`src/rtl/lmslp_pkg.sv`:
```
// shared types and constants of the lms linear predictor
package lmslp_pkg;

	// geometry
	localparam int TAPS_DEF    = 4;
	localparam int SAMPLE_W    = 16;
	localparam int WEIGHT_W    = 32;
	localparam int RATE_W      = 16;
	localparam int SUM_W       = 32;
	localparam int ACC_W       = 52;
	localparam int CFG_IDX_W   = 3;
	localparam int CFG_DATA_W  = 32;
	localparam int OUT_TDATA_W = 72;

	// reset values of the configuration registers
	localparam logic [RATE_W-1:0]          RATE_RST    = 16'd66;
	localparam logic [SUM_W-1:0]           MIN_ERR_RST = 32'd655;
	localparam logic signed [WEIGHT_W-1:0] THR_RST     = 32'sh0100_0000;
	localparam logic signed [WEIGHT_W-1:0] WEIGHT_RST  = 32'sh0000_0000;

	// configuration register map
	typedef enum logic [CFG_IDX_W-1:0] {
		REG_RATE,
		REG_MIN_ERR,
		REG_INIT_THR,
		REG_INIT_W0,
		REG_INIT_W1,
		REG_INIT_W2,
		REG_INIT_W3
	} cfg_reg_t;

	// controller to datapath commands
	typedef struct packed {
		logic load_in;
		logic mac_mul;
		logic mac_add;
		logic eval;
		logic sqr;
		logic upd_mul;
		logic upd_wr;
		logic thr_upd;
		logic finish;
	} dp_cmd_t;

	// datapath to controller status
	typedef struct packed {
		logic valid;
		logic train;
		logic out_busy;
	} dp_sts_t;

endpackage

```
`src/rtl/lmslp_ctrl.sv`:
```
// sequencer of the lms linear predictor: walks mac, evaluation, update and output phases
module lmslp_ctrl #(
	parameter int TAPS  = lmslp_pkg::TAPS_DEF,
	parameter int IDX_W = (TAPS > 1) ? $clog2(TAPS) : 1
) (
	input  logic                 clk,
	input  logic                 arst_n,
	input  logic                 s_tvalid,
	output logic                 s_tready,
	input  lmslp_pkg::dp_sts_t   sts,
	output lmslp_pkg::dp_cmd_t   cmd,
	output logic [IDX_W-1:0]     mul_idx,
	output logic [IDX_W-1:0]     wr_idx
);
	import lmslp_pkg::*;

	localparam int CNT_W = $clog2(TAPS + 1);
	localparam logic [CNT_W-1:0] CNT_LAST = CNT_W'(TAPS);

	typedef enum logic [2:0] {
		ST_IDLE,
		ST_MAC,
		ST_EVAL,
		ST_SQR,
		ST_UPD,
		ST_DONE
	} state_t;

	state_t           state_q;
	logic [CNT_W-1:0] cnt_q;
	logic [CNT_W-1:0] cnt_m1;

	// state and tap counter
	always_ff @(posedge clk or negedge arst_n) begin
		if (!arst_n) begin
			state_q <= ST_IDLE;
			cnt_q   <= '0;
		end else begin
			unique case (state_q)
				ST_IDLE: begin
					if (s_tvalid) begin
						state_q <= ST_MAC;
						cnt_q   <= '0;
					end
				end
				ST_MAC: begin
					if (cnt_q == CNT_LAST) begin
						state_q <= ST_EVAL;
						cnt_q   <= '0;
					end else begin
						cnt_q <= cnt_q + CNT_W'(1);
					end
				end
				ST_EVAL: begin
					state_q <= ST_SQR;
				end
				ST_SQR: begin
					cnt_q <= '0;
					if (sts.valid && sts.train) begin
						state_q <= ST_UPD;
					end else begin
						state_q <= ST_DONE;
					end
				end
				ST_UPD: begin
					if (cnt_q == CNT_LAST) begin
						state_q <= ST_DONE;
						cnt_q   <= '0;
					end else begin
						cnt_q <= cnt_q + CNT_W'(1);
					end
				end
				ST_DONE: begin
					if (!sts.out_busy) begin
						state_q <= ST_IDLE;
					end
				end
				default: begin
					state_q <= ST_IDLE;
				end
			endcase
		end
	end

	// command decode
	always_comb begin
		cmd         = '0;
		cmd.load_in = (state_q == ST_IDLE) && s_tvalid;
		cmd.mac_mul = (state_q == ST_MAC) && (cnt_q != CNT_LAST);
		cmd.mac_add = (state_q == ST_MAC) && (cnt_q != '0);
		cmd.eval    = (state_q == ST_EVAL);
		cmd.sqr     = (state_q == ST_SQR);
		cmd.upd_mul = (state_q == ST_UPD) && (cnt_q != CNT_LAST);
		cmd.upd_wr  = (state_q == ST_UPD) && (cnt_q != '0);
		cmd.thr_upd = (state_q == ST_UPD) && (cnt_q == '0);
		cmd.finish  = (state_q == ST_DONE) && !sts.out_busy;
	end

	// tap addresses: product at cnt, write-back one behind
	assign cnt_m1   = cnt_q - CNT_W'(1);
	assign mul_idx  = cnt_q[IDX_W-1:0];
	assign wr_idx   = cnt_m1[IDX_W-1:0];
	assign s_tready = (state_q == ST_IDLE);

	// checks
	a_accept_starts_mac: assert property (@(posedge clk) disable iff (!arst_n)
		cmd.load_in |=> (state_q == ST_MAC) && (cnt_q == '0))
		else $error("accepted item did not start the mac phase");

	a_cnt_range: assert property (@(posedge clk) disable iff (!arst_n)
		cnt_q <= CNT_LAST)
		else $error("tap counter out of range");

	a_upd_only_trained: assert property (@(posedge clk) disable iff (!arst_n)
		(state_q == ST_UPD) |-> (sts.valid && sts.train))
		else $error("weight update without a trained valid item");

	a_mac_end: assert property (@(posedge clk) disable iff (!arst_n)
		((state_q == ST_MAC) && (cnt_q == CNT_LAST)) |=> (state_q == ST_EVAL))
		else $error("mac phase did not end in evaluation");

	a_finish_idle: assert property (@(posedge clk) disable iff (!arst_n)
		cmd.finish |=> (state_q == ST_IDLE) && !$past(sts.out_busy))
		else $error("finish taken while output register busy");

endmodule

```
`config.mk`:
```
export PLATFORM = sky130hd
export DESIGN_NAME = lmslp_ctrl
export DESIGN_NICKNAME = d
export VERILOG_FILES = /design/src/rtl/lmslp_pkg.sv /design/src/rtl/lmslp_ctrl.sv
export SDC_FILE = /design/constraint.sdc
export NUM_CORES = 1
export LEC_CHECK = 0
export BUFFER_PORTS_ARGS = -buffer_cell sky130_fd_sc_hd__buf_2
export CAP_MARGIN = 20
export CORE_AREA = 2 2 39 41
export DETAILED_ROUTE_END_ITERATION = 6
export DIE_AREA = 0 0 41 43
export GPL_ROUTABILITY_DRIVEN = 0
export PLACE_DENSITY = 0.57
export SLEW_MARGIN = 10
export SYNTH_ARGS = -nofsm -noshare
export SYNTH_HDL_FRONTEND = slang
export SYNTH_SLANG_ARGS = --single-unit
export TNS_END_PERCENT = 100
```
`constraint.sdc`:
```
create_clock -name clk -period 3 [get_ports clk]
set_input_delay 0.15 -clock clk [delete_from_list [all_inputs] [get_ports clk]]
set_output_delay 0.15 -clock clk [all_outputs]
set_load 0.02 [all_outputs]
```
* Yosys cells after proc, flatten, opt, wreduce, memory -nomap -nowiden
Cells that the tools add are included.
Operators by class: eq/ne operators 11, add/sub/neg operators 2, reductions and logical operators 16, muxes and demuxes 9
Operators by type and width (number):
- $mux 3 | 6
- $pmux 3 s6 | 1
- $eq 3x3->1 const B | 3
- $pmux 3 s3 | 1
- $logic_and 1x1->1 | 8
- $ne 2x2->1 const B | 4
- $eq 3x2->1 const B | 2
- $logic_not 3->1 | 2
- $reduce_bool 3->1 | 2
- $reduce_and 4->1 | 1
- $add 3x1->3 const B | 1
- $eq 3x1->1 const B | 1
- $ne 3x3->1 const B | 1
- $reduce_and 2->1 | 1
- $reduce_or 2->1 | 1
- $sub 2x1->2 const B | 1
- $logic_not 1->1 | 1
- $mux 1 | 1
Word-level totals: output and inout port bits 14, input port bits 6, register bits 6

* Depth between registers and ports, before layout
word-level depth 4, gate-level depth with buffers 6

* Worst setup path before layout
OpenSTA, ideal clock, no wires.
path type register -> output, start point register state_q[1], end point output port cmd[8] in the netlist's numbering, cell stages (with the launch flop) 4, arrival 1.442 ns, data required time 2.850 ns, path slack 1.408 ns, cell sequence dfrtp_1 buf_2 nor3_1 and2_1
RTL lines:
- start: declaration | RTL line lmslp_ctrl.sv:29 | state_t state_q;
- start signal: assignment | RTL line lmslp_ctrl.sv:36 | state_q <= ST_IDLE;
- start signal: assignment | RTL line lmslp_ctrl.sv:42 | state_q <= ST_MAC;
- start signal: assignment | RTL line lmslp_ctrl.sv:48 | state_q <= ST_EVAL;
- end: declaration | RTL line lmslp_ctrl.sv:11 | output lmslp_pkg::dp_cmd_t cmd,

==> flow_metrics.env <==
export IMPL_status="finished clean"
export IMPL_ir_drop_uv=416.8
export IMPL_fin_nets=83
export IMPL_maxCapViolCount=0
export IMPL_place_hpwl_um=697.5
export IMPL_syn_inst=55
export IMPL_tightest_slew_ns=0.4462
export IMPL_worst_slack_ns=1.446
export IMPL_antenna_left=0
export IMPL_finalClockSkew_ns=0.001004
export IMPL_required_ns=2.85
export IMPL_cts_tree="built"
export IMPL_cts_buffers_inserted=3
export IMPL_postCtsSetupBuffers=0
export IMPL_clockRootBuffer="clkbuf_4"
export IMPL_slew_headroom_pct=70.26
export IMPL_setup_tns_ns=0
export IMPL_syn_area_um2=460.4
export IMPL_powerDensity_nw_per_um2=1235
export IMPL_hold_viol=0
export IMPL_core_um2=1384
export IMPL_rsz0062_at_grt="no"
export IMPL_cp_arrival_ns=1.40
export IMPL_combPwrFrac_pct=63.4
export IMPL_grt_pass1_vias=349
export IMPL_die_w_um=41
export IMPL_fillers=157
export IMPL_rows=14
export IMPL_syn_num_nets=63
export IMPL_r2r_cells=6
export IMPL_multiInputGateArea_um2=255.2
export IMPL_drive_above_1_share_pct=35.62
export IMPL_slew_viol_final=0
export IMPL_place_port_buffers=19
export IMPL_path_class="reg -> out"
export IMPL_fin_cells=89
export IMPL_yosys_area_top_type_share_pct=32.61
export IMPL_power_frac_seq_pct=26.8
export IMPL_die_area_um2=1763
export IMPL_synthTopCellsByArea="dfrtp_1, nor3_1, ha_1"
export IMPL_placed_area_um2=539.3
export IMPL_ys_types=25
export IMPL_hp_class="in -> async"
export IMPL_place_ws_ns=1.447
export IMPL_fin_crit_ns=1.554
export IMPL_grt_max_degree=15
export IMPL_antenna_cells=0
export IMPL_io_pins=20
export IMPL_crit_path_cell_trace="inv_1 > ha_1 > and2_1 > nor3_1 > buf_2"
export IMPL_pwr_share_clk_pct=9.8
export IMPL_p_total_mw=0.7064
export IMPL_htreeDepth=1
export IMPL_wl_um=823
export IMPL_p_leak_nw=0.2992
export IMPL_stdcell_area_um2=571.8
export IMPL_numClockSinks=6
export IMPL_ys_ff_latch=6
export IMPL_drt_initial_drc_count=5
export IMPL_yosys_area_top_type="dfrtp_1"
export IMPL_ys_warn_count=0
export IMPL_p_sw_share_pct=50.58
export IMPL_end_kind="primary output"
export IMPL_die_h_um=43
export IMPL_finalSetupViolCount=0
export IMPL_rrSetupSlack_ns=1.46
export IMPL_syn_avg_cell_area_um2=8.372
export IMPL_gr_total_overflow=0
export IMPL_final_common_cell="buf_2"
export IMPL_grtUsageTotal_pct=11.34
export IMPL_start_kind="flip-flop"
export IMPL_routed_via_density=4.562
export IMPL_area_sequential_um2=150.1
export IMPL_fmax_mhz=643.3
export IMPL_vias=406
export IMPL_critPathSlowestCell="dfrtp_1"
export IMPL_worstReg2RegStart="cnt_q[0]"
export IMPL_p_sw_mw=0.3573
export IMPL_cpPeakStageDelay_ns=0.39
export IMPL_r2r_end="state_q[0]"
export IMPL_final_cell_mix="buf_2, nor3_1, dfrtp_1"
export IMPL_crit_fanout=5
export IMPL_internal_power_mw=0.3491
export IMPL_clockBufferDepth=2
export IMPL_grt_pass1_wl_um=1331
export IMPL_drtPass1Iterations=3
export IMPL_clock_latency_ns=0.24
export IMPL_yosysSeqAreaShare_pct=32.61
export IMPL_fin_crit_sh_pct=51.81
export IMPL_clk_pin_slew_ns=0.04
export IMPL_syn2layout_area_growth_pct=24.18
export IMPL_post_drt_wl_per_cell_um=9.247
export IMPL_antenna_found_initial=0
export IMPL_remaining_drc_errors=0
export IMPL_start_util_pct=33.27
export IMPL_dp_cells=85
## synth_stat cells, drive strengths merged
master	instances
a21o	1
a21oi	5
a221oi	1
a31oi	1
and2	2
and3	1
buf	5
dfrtp	6
ha	2
inv	5
nand2	2
nand2b	3
nor2	5
nor2b	2
nor3	7
nor3b	1
o21ai	1
o22ai	1
o31a	1
or3	1
xnor2	2
## layout make-up
| cell class | instances | share of cell area, % |
|---|---|---|
| clock buffers | 3 | 3.939 |
| inverters | 5 | 3.282 |
| multi-input cells | 39 | 44.64 |
| flip-flops and latches | 6 | 26.26 |
| well taps | 16 | 3.501 |
| repair buffers | 20 | 18.38 |
## flip-flops by register name (all words and copies together), names as in the netlist
| signal | cells |
|---|---|
| cnt_q | 3 |
| state_q | 3 |
## worst max-delay path by stage
stage,startpoint,endpoint,slack (ns),cells after the start
after floorplan,state_q[1],cmd[8],1.41,3
after CTS,cnt_q[0],cmd[7],1.42,5
after detailed placement,cnt_q[0],state_q[0],1.45,6
final,cnt_q[0],cmd[7],1.45,5
after global placement,cnt_q[0],state_q[0],1.49,6
after global routing,cnt_q[0],cmd[1],1.32,5
## power by group through the flow
stage / combinational (mW) / clock (mW) / sequential (mW)
global placement: 0.456 / 0 / 0.192
CTS: 0.457 / 0.0740 / 0.190
detailed placement: 0.455 / 0 / 0.191
finish: 0.448 / 0.0693 / 0.189
floorplan: 0.418 / 0 / 0.144
global route: 0.505 / 0.0764 / 0.198
## cells by family (layout without fill, tap and decap cells)
group           count (synthesis)  in the layout  synth area share [%]
simple gates                   24             24                 29.35
buf+inv                        10             28                 11.96
compound gates                 11             11                 16.85
xor+xnor                        2              2                 3.805
flops                           6              6                 32.61
fa+ha+maj                       2              2                 5.434
## critical path: cells and delay by family, from the launching register on
kind                       cells  cell delay (ns)
DFF                            1             0.39
adders and majority gates      1             0.20
and+or+nand+nor                2             0.32
buffers and inverters          2             0.26
## through the flow
step	utilization, %	hold slack [ns]
finish	41.32	0.2553
global route	41.32	0.2771
CTS	41.32	0.2549
detailed placement	38.97	-0.02180
global placement	38.97	-0.02135
floorplan	-	-0.1456
## per-layer routing
| metal | GRT usage, % | vias to the layer above | part of all wire [%] |
|---|---|---|---|
| li1 | - | 220 | - |
| met1 | 13.53 | 174 | 47 |
| met2 | 16.56 | 10 | 47 |
| met3 | 1.571 | 2 | 5.0 |
| met4 | 10.00 | 0 | 0.61 |
| met5 | 0 | - | 0 |
## repair_timing
action                                 CTS  global route
gates resized for setup                  0             0
endpoints found under the hold margin    6             0
setup endpoints to repair                0             0
hold buffers                             1             0
No activity file was read; power rests on OpenSTA's default activity.
